`src/rtl/core/btsp_pkg.sv`:
```
// Package for the TLV stream parser: phase, event and error codes, config indexes.
// No dependencies.
package btsp_pkg;

    typedef enum logic [2:0] {
        PH_IDLE  = 3'd0,
        PH_TAG   = 3'd1,
        PH_LEN1  = 3'd2,
        PH_LENX  = 3'd3,
        PH_VALUE = 3'd4,
        PH_ERR   = 3'd5
    } phase_t;

    localparam logic [2:0] EV_HEADER = 3'd0;
    localparam logic [2:0] EV_PAD    = 3'd1;
    localparam logic [2:0] EV_DONE   = 3'd2;
    localparam logic [2:0] EV_VALUE  = 3'd3;
    localparam logic [2:0] EV_ERROR  = 3'd4;

    localparam logic [2:0] ERR_NONE    = 3'd0;
    localparam logic [2:0] ERR_INVALID = 3'd1;
    localparam logic [2:0] ERR_LIMIT   = 3'd2;
    localparam logic [2:0] ERR_TRUNC   = 3'd3;
    localparam logic [2:0] ERR_UNSUP   = 3'd4;

    localparam logic [2:0] PROF_DER  = 3'd0;
    localparam logic [2:0] PROF_BER  = 3'd1;
    localparam logic [2:0] PROF_ISO  = 3'd2;
    localparam logic [2:0] PROF_ISOZ = 3'd3;
    localparam logic [2:0] PROF_ISOF = 3'd4;

    localparam logic [1:0] CFG_PROFILE  = 2'd0;
    localparam logic [1:0] CFG_MAX_VAL  = 2'd1;
    localparam logic [1:0] CFG_MAX_ELEM = 2'd2;
    localparam logic [1:0] CFG_MAX_IN   = 2'd3;

    // one result beat
    typedef struct packed {
        logic [2:0]  event_res;
        logic [2:0]  error_code;
        logic [1:0]  tclass;
        logic        constructed;
        logic [31:0] tag_number;
        logic [2:0]  tag_len;
        logic [3:0]  hdr_len;
        logic [31:0] value_length;
        logic [31:0] element_index;
        logic        element_end;
        logic        stream_end;
    } result_t;

endpackage

```
`src/rtl/core/ber_tlv_stream_parser_unit.sv`:
```
// Top level of the TLV stream parser: config registers, parse state, output register.
// Depends on btsp_pkg.
//
//  channel | signals                                  | direction
//  input   | in_valid, in_ready, data_byte, last_byte | in
//  output  | out_valid, out_ready, result fields      | out
//  config  | cfg_we, cfg_index, cfg_data              | in
//
// One byte per cycle unless out_ready stalls; each byte yields one registered result beat.
// The parse step is one combinational pass from state and byte into the result register.
// Reset clears the stream state and sets the limits to all ones, profile to DER.
// A new byte is taken while the output register is empty or its beat is being taken.
module ber_tlv_stream_parser_unit #(
    parameter int TAG_BYTES = 4,
    parameter int LEN_BYTES = 4
) (
    input  logic        clk,
    input  logic        rst_n,
    input  logic        in_valid,
    output logic        in_ready,
    input  logic [7:0]  data_byte,
    input  logic        last_byte,
    output logic        out_valid,
    input  logic        out_ready,
    output logic [2:0]  event_res,
    output logic [2:0]  error_code,
    output logic [1:0]  tclass,
    output logic        constructed,
    output logic [31:0] tag_number,
    output logic [2:0]  tag_len,
    output logic [3:0]  hdr_len,
    output logic [31:0] value_length,
    output logic [31:0] element_index,
    output logic        element_end,
    output logic        stream_end,
    input  logic        cfg_we,
    input  logic [1:0]  cfg_index,
    input  logic [31:0] cfg_data
);
    import btsp_pkg::*;

    localparam logic [2:0] TagMax = 3'(TAG_BYTES);
    localparam logic [6:0] LenMax = 7'(LEN_BYTES);

    logic [2:0]  profile_reg;
    logic [31:0] max_vlen_reg, max_elements_reg, max_input_reg;

    phase_t      phase_reg, phase_next;
    logic [31:0] tag_reg, tag_next;
    logic [2:0]  tcnt_reg, tcnt_next;
    logic [2:0]  cc_reg, cc_next;
    logic [3:0]  lleft_reg, lleft_next;
    logic [31:0] lacc_reg, lacc_next;
    logic [31:0] vrem_reg, vrem_next;
    logic [3:0]  hcnt_reg, hcnt_next;
    logic [31:0] icnt_reg, icnt_next;
    logic [31:0] ecnt_reg, ecnt_next;
    logic [2:0]  sticky_reg, sticky_next;

    result_t     res_reg, res_next;
    logic        ovalid_reg;
    logic        take;

    assign in_ready = !ovalid_reg || out_ready;
    assign take     = in_valid && in_ready;

    // configuration registers
    always_ff @(posedge clk or negedge rst_n)
    begin
        if (!rst_n)
        begin
            profile_reg      <= PROF_DER;
            max_vlen_reg     <= '1;
            max_elements_reg <= '1;
            max_input_reg    <= '1;
        end
        else if (cfg_we)
        begin
            case (cfg_index)
                CFG_PROFILE:  profile_reg      <= cfg_data[2:0];
                CFG_MAX_VAL:  max_vlen_reg     <= cfg_data;
                CFG_MAX_ELEM: max_elements_reg <= cfg_data;
                CFG_MAX_IN:   max_input_reg    <= cfg_data;
                default:      profile_reg      <= profile_reg;
            endcase
        end
    end

    // parse step
    always_comb
    begin
        logic        iso, pad, finish, hdr, el_end, s_end;
        logic [2:0]  ev, err;
        logic [6:0]  low;
        logic [4:0]  num;
        logic [38:0] tag_wide;
        logic [39:0] len_wide;
        logic [31:0] vdec;

        phase_next  = phase_reg;
        tag_next    = tag_reg;
        tcnt_next   = tcnt_reg;
        cc_next     = cc_reg;
        lleft_next  = lleft_reg;
        lacc_next   = lacc_reg;
        vrem_next   = vrem_reg;
        hcnt_next   = hcnt_reg;
        icnt_next   = icnt_reg;
        ecnt_next   = ecnt_reg;
        sticky_next = sticky_reg;

        iso    = (profile_reg == PROF_ISO) || (profile_reg == PROF_ISOZ)
                 || (profile_reg == PROF_ISOF);
        pad    = (((profile_reg == PROF_ISOZ) || (profile_reg == PROF_ISOF))
                  && data_byte == 8'h00) || (profile_reg == PROF_ISOF && data_byte == 8'hff);
        ev     = EV_HEADER;
        err    = ERR_NONE;
        finish = 1'b0;
        hdr    = 1'b0;
        el_end = 1'b0;
        s_end  = 1'b0;
        low    = data_byte[6:0];
        num    = data_byte[4:0];
        tag_wide = {tag_reg, low};
        len_wide = {lacc_reg, data_byte};
        vdec   = vrem_reg - 32'd1;

        if (phase_reg == PH_ERR)
        begin
            err = sticky_reg;
        end
        else if (profile_reg > PROF_ISOF)
        begin
            err = ERR_UNSUP;
        end
        else if (icnt_reg >= max_input_reg)
        begin
            err = ERR_LIMIT;
        end
        else
        begin
            icnt_next = icnt_reg + 32'd1;
            case (phase_reg)
                PH_IDLE:
                begin
                    if (pad)
                        ev = EV_PAD;
                    else if (ecnt_reg >= max_elements_reg)
                        err = ERR_LIMIT;
                    else if (data_byte == 8'h00 || (iso && data_byte == 8'hff))
                        err = ERR_INVALID;
                    else
                    begin
                        cc_next   = data_byte[7:5];
                        tcnt_next = 3'd1;
                        hcnt_next = 4'd1;
                        if (num == 5'd31)
                        begin
                            tag_next   = '0;
                            phase_next = PH_TAG;
                        end
                        else if (data_byte[7:6] == 2'd0 && num == 5'd0)
                            err = ERR_INVALID;
                        else
                        begin
                            tag_next   = {27'd0, num};
                            phase_next = PH_LEN1;
                        end
                    end
                end
                PH_TAG:
                begin
                    if (tcnt_reg >= TagMax || (iso && tcnt_reg >= 3'd3))
                        err = ERR_LIMIT;
                    else
                    begin
                        tcnt_next = tcnt_reg + 3'd1;
                        hcnt_next = hcnt_reg + 4'd1;
                        if (tcnt_reg == 3'd1 && low == 7'd0)
                            err = ERR_INVALID;
                        else if (tag_wide[38:32] != 7'd0)
                            err = ERR_LIMIT;
                        else
                        begin
                            tag_next = tag_wide[31:0];
                            if (!data_byte[7])
                            begin
                                if (tag_wide[31:0] < 32'd31)
                                    err = ERR_INVALID;
                                else
                                    phase_next = PH_LEN1;
                            end
                        end
                    end
                end
                PH_LEN1:
                begin
                    hcnt_next = hcnt_reg + 4'd1;
                    if (data_byte == 8'hff)
                        err = ERR_INVALID;
                    else if (data_byte == 8'h80)
                        err = (profile_reg == PROF_BER && cc_reg[0]) ? ERR_UNSUP : ERR_INVALID;
                    else if (data_byte[7])
                    begin
                        if (low > LenMax || (iso && low > 7'd4))
                            err = ERR_LIMIT;
                        else
                        begin
                            lleft_next = low[3:0];
                            lacc_next  = '0;
                            phase_next = PH_LENX;
                        end
                    end
                    else
                    begin
                        lacc_next = {24'd0, data_byte};
                        finish    = 1'b1;
                    end
                end
                PH_LENX:
                begin
                    hcnt_next = hcnt_reg + 4'd1;
                    if (profile_reg == PROF_DER && hcnt_reg == {1'b0, tcnt_reg} + 4'd1
                        && data_byte == 8'h00)
                        err = ERR_INVALID;
                    else if (len_wide[39:32] != 8'd0)
                        err = ERR_LIMIT;
                    else
                    begin
                        lacc_next  = len_wide[31:0];
                        lleft_next = lleft_reg - 4'd1;
                        if (lleft_reg == 4'd1)
                        begin
                            if (profile_reg == PROF_DER && len_wide[31:0] < 32'd128)
                                err = ERR_INVALID;
                            else
                                finish = 1'b1;
                        end
                    end
                end
                default:
                begin
                    ev        = EV_VALUE;
                    vrem_next = vdec;
                    if (vdec == 32'd0)
                    begin
                        el_end     = 1'b1;
                        ecnt_next  = ecnt_reg + 32'd1;
                        phase_next = PH_IDLE;
                    end
                end
            endcase
            if (finish)
            begin
                if (lacc_next > max_vlen_reg)
                    err = ERR_LIMIT;
                else
                begin
                    ev        = EV_DONE;
                    hdr       = 1'b1;
                    vrem_next = lacc_next;
                    if (lacc_next == 32'd0)
                    begin
                        el_end     = 1'b1;
                        ecnt_next  = ecnt_reg + 32'd1;
                        phase_next = PH_IDLE;
                    end
                    else
                        phase_next = PH_VALUE;
                end
            end
            if (err == ERR_NONE && last_byte && phase_next != PH_IDLE)
                err = ERR_TRUNC;
            if (err == ERR_NONE && last_byte)
                s_end = 1'b1;
        end

        if (err != ERR_NONE)
        begin
            ev          = EV_ERROR;
            hdr         = 1'b0;
            el_end      = 1'b0;
            s_end       = 1'b0;
            phase_next  = PH_ERR;
            sticky_next = err;
        end

        res_next.event_res     = ev;
        res_next.error_code    = err;
        res_next.tclass        = hdr ? cc_next[2:1] : 2'd0;
        res_next.constructed   = hdr ? cc_next[0] : 1'b0;
        res_next.tag_number    = hdr ? tag_next : 32'd0;
        res_next.tag_len       = hdr ? tcnt_next : 3'd0;
        res_next.hdr_len       = hdr ? hcnt_next : 4'd0;
        res_next.value_length  = hdr ? lacc_next : 32'd0;
        res_next.element_index = ecnt_reg;
        res_next.element_end   = el_end;
        res_next.stream_end    = s_end;

        // clean restart after the last byte
        if (last_byte)
        begin
            phase_next  = PH_IDLE;
            tag_next    = '0;
            tcnt_next   = '0;
            cc_next     = '0;
            lleft_next  = '0;
            lacc_next   = '0;
            vrem_next   = '0;
            hcnt_next   = '0;
            icnt_next   = '0;
            ecnt_next   = '0;
            sticky_next = ERR_NONE;
        end
    end

    // parse state
    always_ff @(posedge clk or negedge rst_n)
    begin
        if (!rst_n)
        begin
            phase_reg  <= PH_IDLE;
            tag_reg    <= '0;
            tcnt_reg   <= '0;
            cc_reg     <= '0;
            lleft_reg  <= '0;
            lacc_reg   <= '0;
            vrem_reg   <= '0;
            hcnt_reg   <= '0;
            icnt_reg   <= '0;
            ecnt_reg   <= '0;
            sticky_reg <= ERR_NONE;
        end
        else if (take)
        begin
            phase_reg  <= phase_next;
            tag_reg    <= tag_next;
            tcnt_reg   <= tcnt_next;
            cc_reg     <= cc_next;
            lleft_reg  <= lleft_next;
            lacc_reg   <= lacc_next;
            vrem_reg   <= vrem_next;
            hcnt_reg   <= hcnt_next;
            icnt_reg   <= icnt_next;
            ecnt_reg   <= ecnt_next;
            sticky_reg <= sticky_next;
        end
    end

    // output register
    always_ff @(posedge clk or negedge rst_n)
    begin
        if (!rst_n)
            ovalid_reg <= 1'b0;
        else if (take)
            ovalid_reg <= 1'b1;
        else if (out_ready)
            ovalid_reg <= 1'b0;
    end

    always_ff @(posedge clk)
    begin
        if (take)
            res_reg <= res_next;
    end

    assign out_valid     = ovalid_reg;
    assign event_res     = res_reg.event_res;
    assign error_code    = res_reg.error_code;
    assign tclass        = res_reg.tclass;
    assign constructed   = res_reg.constructed;
    assign tag_number    = res_reg.tag_number;
    assign tag_len       = res_reg.tag_len;
    assign hdr_len       = res_reg.hdr_len;
    assign value_length  = res_reg.value_length;
    assign element_index = res_reg.element_index;
    assign element_end   = res_reg.element_end;
    assign stream_end    = res_reg.stream_end;

    // checks
    a_err_sticky: assert property (@(posedge clk) disable iff (!rst_n)
        (phase_reg == PH_ERR) |-> (sticky_reg != ERR_NONE))
        else $error("error phase without held code");
    a_err_event: assert property (@(posedge clk) disable iff (!rst_n)
        out_valid && (error_code != ERR_NONE) |-> (event_res == EV_ERROR) && !stream_end)
        else $error("error beat with wrong event");
    a_end_done: assert property (@(posedge clk) disable iff (!rst_n)
        out_valid && element_end |-> (event_res == EV_DONE || event_res == EV_VALUE))
        else $error("element end on wrong event");
    a_restart: assert property (@(posedge clk) disable iff (!rst_n)
        take && last_byte |=> (phase_reg == PH_IDLE) && (icnt_reg == 32'd0))
        else $error("no restart after last byte");
endmodule
```
`config.mk`:
```
export PLATFORM = sky130hd
export DESIGN_NAME = ber_tlv_stream_parser_unit
export DESIGN_NICKNAME = d
export VERILOG_FILES = /design/src/rtl/core/btsp_pkg.sv /design/src/rtl/core/ber_tlv_stream_parser_unit.sv
export SDC_FILE = /design/constraint.sdc
export NUM_CORES = 1
export LEC_CHECK = 0
export BUFFER_PORTS_ARGS = -buffer_cell sky130_fd_sc_hd__buf_2
export CELL_PAD_IN_SITES_DETAIL_PLACEMENT = 1
export CELL_PAD_IN_SITES_GLOBAL_PLACEMENT = 2
export CORE_UTILIZATION = 40
export CTS_CLUSTER_SIZE = 28
export DETAILED_ROUTE_END_ITERATION = 10
export PLACE_DENSITY_LB_ADDON = 0.08
export SETUP_SLACK_MARGIN = 0.02
export SLEW_MARGIN = 20
export SYNTH_ARGS = -nofsm -noshare
export SYNTH_HDL_FRONTEND = slang
export SYNTH_SLANG_ARGS = --single-unit
```
`constraint.sdc`:
```
create_clock -name clk -period 6.7 [get_ports clk]
set_input_delay 0.335 -clock clk [delete_from_list [all_inputs] [get_ports clk]]
set_output_delay 0.335 -clock clk [all_outputs]
set_load 0.005 [all_outputs]
```
* Yosys cells after proc, flatten, opt, wreduce, memory -nomap -nowiden
Index checks and enable logic that the tools add are counted.
Cells by class: muxes and demuxes 177, add/subtract/negate cells 7, reduce and logical (&&, ||, !) cells 54, equal/unequal tests 29, $lt $le $gt $ge 9
Operators by type and width (count):
- 32-bit 2-to-1 mux | 45
- 3-bit 2-to-1 mux | 64
- 32-bit one-hot mux with 2 select lines | 2
- 4-bit 2-to-1 mux | 18
- 32-bit by 1-bit adder with 32-bit output (second input constant) | 2
- 32-bit >= comparator | 2
- 32-bit logical NOT | 2
- 32-bit > comparator | 1
- 32-bit by 5-bit < comparator with 1-bit output (second input constant) | 1
- 32-bit by 8-bit < comparator with 1-bit output (second input constant) | 1
- 1-bit 2-to-1 mux | 32
- 32-bit by 1-bit subtractor with 32-bit output (second input constant) | 1
- 3-bit one-hot mux with 4 select lines | 2
- 2-bit 2-to-1 mux | 9
- 3-bit != test (second input constant) | 6
- 8-bit == test (second input constant) | 2
- 1-bit logical AND | 15
- 3-bit by 2-bit == test with 1-bit output (second input constant) | 4
- 3-bit logical NOT | 4
- 4-bit one-hot mux with 3 select lines | 1
- 11-bit AND reduction | 1
- 2-bit AND reduction | 5
- 3-bit by 1-bit == test with 1-bit output (second input constant) | 3
- 3-bit by 2-bit != test with 1-bit output (second input constant) | 3
- other kinds (33) | 50
Storage, ports and cells: output and inout bits 116, bits in registers 394, input port bits 48, logic and storage cells 304

* Longest topological paths before layout
Gate-level depths: netlist (run 1).
depth in word-level cells 32, gate-level depth with buffers 23, depth with buffers taken out 20

* Worst setup path after synthesis (run 1)
Ideal clock, no wire load.
path kind reg2reg, start register ovalid_reg (netlist: out_valid), end register icnt_reg[9], data arrival time 5908 ps, cell stages (with the launch flop) 9, data required time 6622 ps, slack 714 ps, cells stage by stage dfrtp_1 -> nand2b_1 -> nand2_1 -> inv_1 -> clkbuf_1 -> o21ai_0 -> or2_2 -> or3_1 -> a21oi_1
On the way: longest elaborated chain between the ends 4
RTL lines:
- from (decl) | RTL line ber_tlv_stream_parser_unit.sv:61 | logic ovalid_reg;
- from (signal assigned) | RTL line ber_tlv_stream_parser_unit.sv:354 | ovalid_reg <= 1'b0;
- from (signal assigned) | RTL line ber_tlv_stream_parser_unit.sv:356 | ovalid_reg <= 1'b1;
- from (signal assigned) | RTL line ber_tlv_stream_parser_unit.sv:358 | ovalid_reg <= 1'b0;
- 1-bit logical NOT | RTL line ber_tlv_stream_parser_unit.sv:64 | assign in_ready = !ovalid_reg || out_ready;
- 1-bit logical OR | RTL line ber_tlv_stream_parser_unit.sv:64
- net in_ready | RTL line ber_tlv_stream_parser_unit.sv:20 | output logic in_ready,
- 1-bit logical AND | RTL line ber_tlv_stream_parser_unit.sv:65 | assign take = in_valid && in_ready;
- net take | RTL line ber_tlv_stream_parser_unit.sv:62 | logic take;
- 4-bit AND reduction (no source line)
- to (signal assigned) | RTL line ber_tlv_stream_parser_unit.sv:344 | icnt_reg <= icnt_next;
- to (decl) | RTL line ber_tlv_stream_parser_unit.sv:56 | logic [31:0] icnt_reg, icnt_next;
The timed path passes the listed nets, and every way through them passes these cells. A chain may end at the register's enable or synchronous reset.

* Worst setup path after layout (run 1)
start register tcnt_reg[0], end register res_reg, in the netlist value_length[7], data pin
On the way: longest elaborated chain between the ends 27, elaborated cells between the ends (all ways) 61, those cells by class 1 x add/sub; 3 x order compare; 2 x eq/ne; 44 x mux; 11 x reduce/logical
RTL lines:
- from (decl) | RTL line ber_tlv_stream_parser_unit.sv:50 | logic [2:0] tcnt_reg, tcnt_next;
- from (signal assigned) | RTL line ber_tlv_stream_parser_unit.sv:338 | tcnt_reg <= tcnt_next;
- 3-bit by 1-bit adder with 4-bit output | RTL line ber_tlv_stream_parser_unit.sv:223 | if (profile_reg == PROF_DER && hcnt_reg == {1'b0, tcnt_reg} + 4'd1
- 4-bit == test | RTL line ber_tlv_stream_parser_unit.sv:223
- 1-bit logical AND | RTL line ber_tlv_stream_parser_unit.sv:223
- 1-bit logical AND | RTL line ber_tlv_stream_parser_unit.sv:224 | && data_byte == 8'h00)
- 32-bit 2-to-1 mux | RTL line ber_tlv_stream_parser_unit.sv:223
- 32-bit one-hot mux with 2 select lines | RTL line ber_tlv_stream_parser_unit.sv:143 | case (phase_reg)
- 32-bit 2-to-1 mux | RTL line ber_tlv_stream_parser_unit.sv:136 | else if (icnt_reg >= max_input_reg)
- 32-bit 2-to-1 mux | RTL line ber_tlv_stream_parser_unit.sv:132 | else if (profile_reg > PROF_ISOF)
- (+11 left out)
- 3-bit 2-to-1 mux | RTL line ber_tlv_stream_parser_unit.sv:136
- 3-bit 2-to-1 mux | RTL line ber_tlv_stream_parser_unit.sv:132
- 3-bit 2-to-1 mux | RTL line ber_tlv_stream_parser_unit.sv:128 | if (phase_reg == PH_ERR)
- 3-bit 2-to-1 mux | RTL line ber_tlv_stream_parser_unit.sv:136
- 3-bit 2-to-1 mux | RTL line ber_tlv_stream_parser_unit.sv:132
- 3-bit 2-to-1 mux | RTL line ber_tlv_stream_parser_unit.sv:128
- 3-bit nonzero test | RTL line ber_tlv_stream_parser_unit.sv:278 | if (err != ERR_NONE)
- 1-bit 2-to-1 mux | RTL line ber_tlv_stream_parser_unit.sv:278
- to (signal assigned) | RTL line ber_tlv_stream_parser_unit.sv:364 | res_reg <= res_next;
- to (decl) | RTL line ber_tlv_stream_parser_unit.sv:60 | result_t res_reg, res_next;
Parallel ways exist; a longest one is shown, timed or not. The select of a mux whose other input is x is not followed.

==> results.sh, run 1 <==
export IMPL_drive_gt1_frac=0.2297
export IMPL_ioPinCount=164
export IMPL_clk_latency_ns=0.60
export IMPL_seq_area_frac_synth=0.4985
export IMPL_hold_start="cfg_data[28]"
export IMPL_cp_max_fo=14
export IMPL_place_congestion=0.8895
export IMPL_mostFrequentLayoutCell="dfrtp_1"
export IMPL_num_rows=83
export IMPL_met1_usage=0.3816
export IMPL_synth_edff_count=114
export IMPL_start_kind="flip-flop"
export IMPL_cts_root_buf="clkbuf_16"
export IMPL_drtIter0Drc=1128
export IMPL_synth_seq_cells=394
export IMPL_die_h_um=232.0
export IMPL_yosysTopAreaCell="dfrtp_1"
export IMPL_hold_path_endpoint="max_elements_reg[28]"
export IMPL_post_drt_wl_per_cell_um=24.23
export IMPL_max_freq_mhz=160.2
export IMPL_start_util=0.4084
export IMPL_drc=0
export IMPL_avgSynthCellArea_um2=10.27
export IMPL_dp_hpwl_um=51280
export IMPL_finalWorstSetupSlack_ns=0.4595
export IMPL_grt_first_pass_wirelength_um=109300
export IMPL_numPortBuffers=163
export IMPL_ys_types=76
export IMPL_synth_top_family_by_area="simple AND/OR/NAND/NOR gates"
export IMPL_synth_ff_type="dfrtp_1"
export IMPL_yosys_warnings=0
export IMPL_fin_worst_skew_ns=0.02652
export IMPL_grt_overflow_total=0
export IMPL_synth_compound_area_frac=0.1551
export IMPL_holdCritPathClass="in -> reg"
export IMPL_rsz0062_at_grt="false"
export IMPL_yosysTopAreaCellShare=0.2176
export IMPL_clk_pin_slew_ns=0.06
export IMPL_grt_use_met2=0.4171
export IMPL_tightest_slew_ns=1.085
export IMPL_synth_simple_gate_area_frac=0.1584
export IMPL_power_density_nw_per_um2=306.0
export IMPL_r2r_slack_ns=0.46
export IMPL_grt_usage=0.2669
export IMPL_setup_viol=0
export IMPL_vias=17453
export IMPL_ant_nets=0
export IMPL_cp_end_kind="flip-flop"
export IMPL_r2r_end="value_length[7]"
export IMPL_clkSinkCount=394
export IMPL_grt_pass1_vias=17636
export IMPL_netlist_top_cells_area="dfrtp_1 (22%), edfxtp_1 (16%), dfstp_2 (12%)"
export IMPL_wl_um=71590
export IMPL_cts_buffers=47
export IMPL_r2r_start="tcnt_reg[0]"
export IMPL_hold_viol_final=0
export IMPL_multi_input_area_um2=9709
export IMPL_synth_xor_area_frac=0.02359
export IMPL_fp_dieW_um=232.0
export IMPL_clk_path_buf_depth=3
export IMPL_pre_cts_ws_ns=0.2921
export IMPL_num_nets_final=2389
export IMPL_maxCapViolCount=0
export IMPL_area_growth_pct=16.41
export IMPL_reg2regPathDepth=21
export IMPL_register_area_um2=10550
export IMPL_busiest_layer="met2"
export IMPL_syn_cell_area_um2=21160
export IMPL_grtUsageMet3=0.03942
export IMPL_maxSlewViolCount=0
export IMPL_maxSlewHeadroom=0.2769
export IMPL_synth_fa_ha_area_frac=0.06326
export IMPL_grt_max_degree=150
export IMPL_status="finished, final reports clean"
export IMPL_layout_common_cells="dfrtp_1 (184), nand2_1 (163), buf_2 (162), nor2_1 (159), inv_1 (146)"
export IMPL_finalCritPeriodShare=0.9314
export IMPL_min_period_ns=6.240
export IMPL_antenna_found_initial=5
export IMPL_critPathRequiredTime_ns=7.00
export IMPL_arrival_ns=6.54
export IMPL_htreeDepth=2
export IMPL_criticalPathCategory="reg -> reg"
export IMPL_synthMuxAreaShare=0.05552
export IMPL_synth_nets=2216
export IMPL_cts_tree="built"
export IMPL_die_area_um2=53830
export IMPL_ir_drop_mv=0.2126
export IMPL_fillers=5743
export IMPL_min_path_cells=2
export IMPL_async_flop_share=0.7107
export IMPL_timing_setup_tns_ns=0
export IMPL_core_um2=51820
export IMPL_leakagePower_nw=10.54
export IMPL_drt_pre_antenna_iters=5
export IMPL_syn_instance_count=2061
export IMPL_vias_per_cell=5.906
## worst max-delay path by stage
| stage | startpoint | to | cells after the start |
|---|---|---|---|
| after CTS | tcnt_reg[0] | value_length[25] | 21 |
| final | tcnt_reg[0] | value_length[7] | 21 |
| after detailed placement | tcnt_reg[0] | tag_len[1] | 20 |
| after global routing | tcnt_reg[0] | value_length[25] | 21 |
| after global placement | tcnt_reg[0] | tag_len[1] | 20 |
| after floorplan | out_valid | icnt_reg[9] | 8 |
## worst max-delay path: stages, from the launching register on
cell      delay (ns)
dfrtp_1         0.49
ha_1            0.26
ha_1            0.30
xnor2_1         0.14
nor4_1          0.33
buf_4           0.19
and3_1          0.22
nor2_2          0.15
buf_4           0.21
a22oi_1         0.19
inv_1           0.08
ha_1            0.32
nand4_1         0.23
nor4_2          0.48
a221oi_1        0.18
o32ai_1         0.47
nand4b_1        0.21
a31oi_1         0.37
and3b_1         0.24
or2_2           0.32
inv_1           0.41
nor3_1          0.13
## cell families (layout without fill, tap and decap cells)
| family | Yosys count | in the layout |
|---|---|---|
| XOR/XNOR | 57 | 57 |
| multiplexers | 105 | 105 |
| AO/OA/AOI/OAI | 475 | 475 |
| buffers and inverters | 251 | 463 |
| AND/OR/NAND/NOR | 672 | 672 |
| other | 0 | 2 |
| flip-flops | 394 | 394 |
| adder cells (fa/ha/maj) | 107 | 107 |
## area by class of cell
class | count | share of cell area
Clock buffer | 64 | 0.05409
Clock inverter | 24 | 0.01183
Inverter | 148 | 0.02275
Antenna cell | 2 | 0.0002031
Multi-Input combinational cell | 1416 | 0.3941
Tap cell | 680 | 0.03454
Sequential cell | 394 | 0.4282
Timing Repair Buffer | 227 | 0.05424
## Yosys cell counts, types with 10 or more instances
master / count
o21ai_0: 101
nor2b_1: 11
nor4_1: 42
a22oi_1: 61
o22a_1: 20
buf_2: 12
nand3_1: 72
a31oi_1: 11
a221oi_1: 22
a21oi_1: 85
o211ai_1: 30
xnor2_1: 33
mux2_2: 99
buf_1: 10
and3_1: 13
or4_1: 24
nor3_1: 65
a21o_1: 11
xor2_1: 24
edfxtp_1: 114
dfrtp_1: 184
nand4_1: 39
clkbuf_1: 80
dfstp_2: 96
nand2_1: 163
ha_1: 107
inv_1: 147
a22o_1: 48
or3_1: 24
nor2_1: 163
## where the power goes
part / total, mW / switching, mW / internal, mW
logic: 1.74 / 1.10 / 0.639
clock network: 2.68 / 1.06 / 1.63
registers: 3.11 / 0.280 / 2.83
## metrics by stage
step | cell area [µm²] | util | cells | total power, mW | hold slack, ns
2_1_floorplan | 21160 | - | 2061 | 4.223 | 0.03941
3_3_place_gp | 22960 | 0.4431 | 2863 | 4.800 | 0.3128
3_5_place_dp | 22960 | 0.4431 | 2863 | 4.868 | 0.3176
4_1_cts | 24600 | 0.4748 | 2953 | 7.584 | 0.02152
5_1_grt | 24630 | 0.4754 | 2954 | 7.878 | 0.03582
6_report | 24640 | 0.4754 | 2955 | 7.538 | 0.05392
## repair_timing
item,4_1_cts,5_1_grt
setup endpoints to repair,0,78
endpoints found under the hold margin,31,0
hold buffers,2,0
buffers inserted,0,0
gates resized for setup,0,5
## routing by layer
metal	share of wire	wire, µm
met1	0.47	33750
met2	0.46	32640
met3	0.045	3230
met4	0.027	1952
met5	0.00018	13
(Power assumes the default switching activity.)
==> run 2, diff against run 1 <==
--- a/config.mk
+++ b/config.mk
@@ -6,11 +6,10 @@
 export NUM_CORES = 1
 export LEC_CHECK = 0
 export BUFFER_PORTS_ARGS = -buffer_cell sky130_fd_sc_hd__buf_2
-export CELL_PAD_IN_SITES_DETAIL_PLACEMENT = 1
-export CELL_PAD_IN_SITES_GLOBAL_PLACEMENT = 2
-export CORE_UTILIZATION = 40
+export CORE_UTILIZATION = 50
 export CTS_CLUSTER_SIZE = 28
 export DETAILED_ROUTE_END_ITERATION = 10
+export GPL_TIMING_DRIVEN = 0
 export PLACE_DENSITY_LB_ADDON = 0.08
 export SETUP_SLACK_MARGIN = 0.02
 export SLEW_MARGIN = 20
==> constraint.sdc (replaced) <==
create_clock -name clk -period 6.7 [get_ports clk]
set_input_delay 0.335 -clock clk [delete_from_list [all_inputs] [get_ports clk]]
set_output_delay 0.335 -clock clk [all_outputs]
set_load 0.1 [all_outputs]
==> results.sh, run 2 (synthesis gave the netlist of run 1 again) <==
export IMPL_drc=0
export IMPL_leakagePower_nw=10.54
export IMPL_mostFrequentLayoutCell="dfrtp_1"
export IMPL_grt_pass1_vias=17326
export IMPL_maxSlewHeadroom=0.2582
export IMPL_clk_latency_ns=0.59
export IMPL_min_period_ns=6.422
export IMPL_holdCritPathClass="in -> reg"
export IMPL_criticalPathCategory="reg -> reg"
export IMPL_maxCapViolCount=0
export IMPL_start_util=0.5057
export IMPL_ioPinCount=164
export IMPL_placed_cell_area_um2=22780
export IMPL_clkSinkCount=394
export IMPL_tightest_slew_ns=1.108
export IMPL_cp_end_kind="flip-flop"
export IMPL_numPortBuffers=157
export IMPL_status="finished, final reports clean"
export IMPL_final_area_um2=24680
export IMPL_num_nets_final=2443
export IMPL_grt_overflow_total=0
export IMPL_grt_usage=0.3166
export IMPL_core_um2=41850
export IMPL_r2r_slack_ns=0.28
export IMPL_ant_nets=0
export IMPL_htreeDepth=2
export IMPL_max_freq_mhz=155.7
export IMPL_hold_viol_final=0
export IMPL_grt_max_degree=100
export IMPL_post_drt_wl_per_cell_um=23.82
export IMPL_maxSlewViolCount=0
export IMPL_cts_tree="built"
export IMPL_die_area_um2=43150
export IMPL_dp_hpwl_um=50190
export IMPL_cts_buffers=45
export IMPL_die_h_um=207.7
export IMPL_grt_first_pass_wirelength_um=104600
export IMPL_layout_common_cells="dfrtp_1 (184), buf_2 (169), nand2_1 (163), nor2_1 (163), inv_1 (147)"
export IMPL_area_growth_pct=16.64
export IMPL_antenna_found_initial=3
export IMPL_place_congestion=1.026
export IMPL_finalCritPeriodShare=0.9585
export IMPL_setup_viol=0
export IMPL_num_rows=75
export IMPL_timing_setup_tns_ns=0
export IMPL_fin_util=0.5898
export IMPL_cts_root_buf="clkbuf_16"
export IMPL_clk_path_buf_depth=3
export IMPL_fin_worst_skew_ns=0.01731
export IMPL_rsz0062_at_grt="false"
export IMPL_wl_um=68230
export IMPL_fp_dieW_um=207.7
export IMPL_ir_drop_mv=0.1838
export IMPL_cp_max_fo=10
export IMPL_start_kind="flip-flop"
export IMPL_vias_per_cell=6.253
export IMPL_drive_gt1_frac=0.2241
export IMPL_critPathRequiredTime_ns=7.02
export IMPL_arrival_ns=6.75
export IMPL_power_density_nw_per_um2=311.5
export IMPL_clk_pin_slew_ns=0.06
export IMPL_drt_pre_antenna_iters=9
export IMPL_drtIter0Drc=1851
export IMPL_vias=17916
run 2: worst paths after layout:
path                                        end  depth (start not counted)    startpoint
hold reg to reg                       cc_reg[2]                          2     cc_reg[2]
min in group asynchronous           tag_reg[27]                          2         rst_n
setup / recovery                    constructed                         22   tcnt_reg[0]
max in group asynchronous     max_input_reg[21]                          4         rst_n
setup reg to reg                    constructed                         22   tcnt_reg[0]
hold / removal             max_elements_reg[29]                          2  cfg_data[29]
run 2: cell type report:
type / instances / area, µm²
Inverter: 148 / 555.5
Fill cell: 3576 / 17170
Tap cell: 539 / 674.4
Sequential cell: 394 / 10550
Timing Repair Buffer: 180 / 1054
Buffer: 103 / 437.9
Antenna cell: 1 / 2.502
Clock buffer: 66 / 1343
Clock inverter: 18 / 200.2
Multi-Input combinational cell: 1416 / 9868
run 2: through the flow:
| stage | hold slack (ns) | worst slack, ns | std cells | power, mW |
|---|---|---|---|---|
| floorplan | 0.03941 | 1.287 | 2061 | 4.481 |
| global placement | 0.4661 | -1.044 | 2757 | 5.037 |
| detailed placement | 0.3376 | -1.010 | 2763 | 5.085 |
| CTS | 0.01836 | 0.02616 | 2856 | 7.676 |
| global route | 0.02061 | 0.02034 | 2865 | 8.008 |
| finish | 0.03253 | 0.2783 | 2865 | 7.689 |
run 2: repair_timing:
| action | CTS | global route |
|---|---|---|
| setup endpoints to repair | 142 | 102 |
| hold buffers | 1 | 0 |
| gates resized for setup | 32 | 24 |
| pin swaps | 7 | 9 |
| buffers inserted | 8 | 8 |
| hold endpoints to repair | 47 | 0 |
run 2: metal layers:
metal	wire length, µm	track usage
met1	29240	0.4474
met2	31220	0.4961
met3	5505	0.05189
met4	2269	0.1078
met5	0	0
run 2: where the power goes:
part	internal [mW]	switching (mW)	leakage (nW)	total [mW]
Clock	1.55	1.03	0.761	2.58
Combinational	0.647	1.40	5.13	2.04
Sequential	2.83	0.238	4.64	3.07
run 2: critical path, cell delays in order (launching register included):
cell and delay [ns]:
dfrtp_1 0.47, ha_1 0.24, ha_1 0.30, xnor2_1 0.17, nor4_4 0.41, and3_1 0.26, nor2_1 0.12, clkbuf_2 0.26
a22oi_2 0.34, inv_1 0.16, ha_1 0.34, nand4_1 0.27, nor2_1 0.09, a211oi_1 0.31, a221oi_1 0.20, o32ai_2 0.37
nand4b_1 0.23, a31oi_2 0.32, and3b_1 0.21, o211ai_1 0.42, buf_4 0.29, buf_2 0.26, nor2_1 0.09
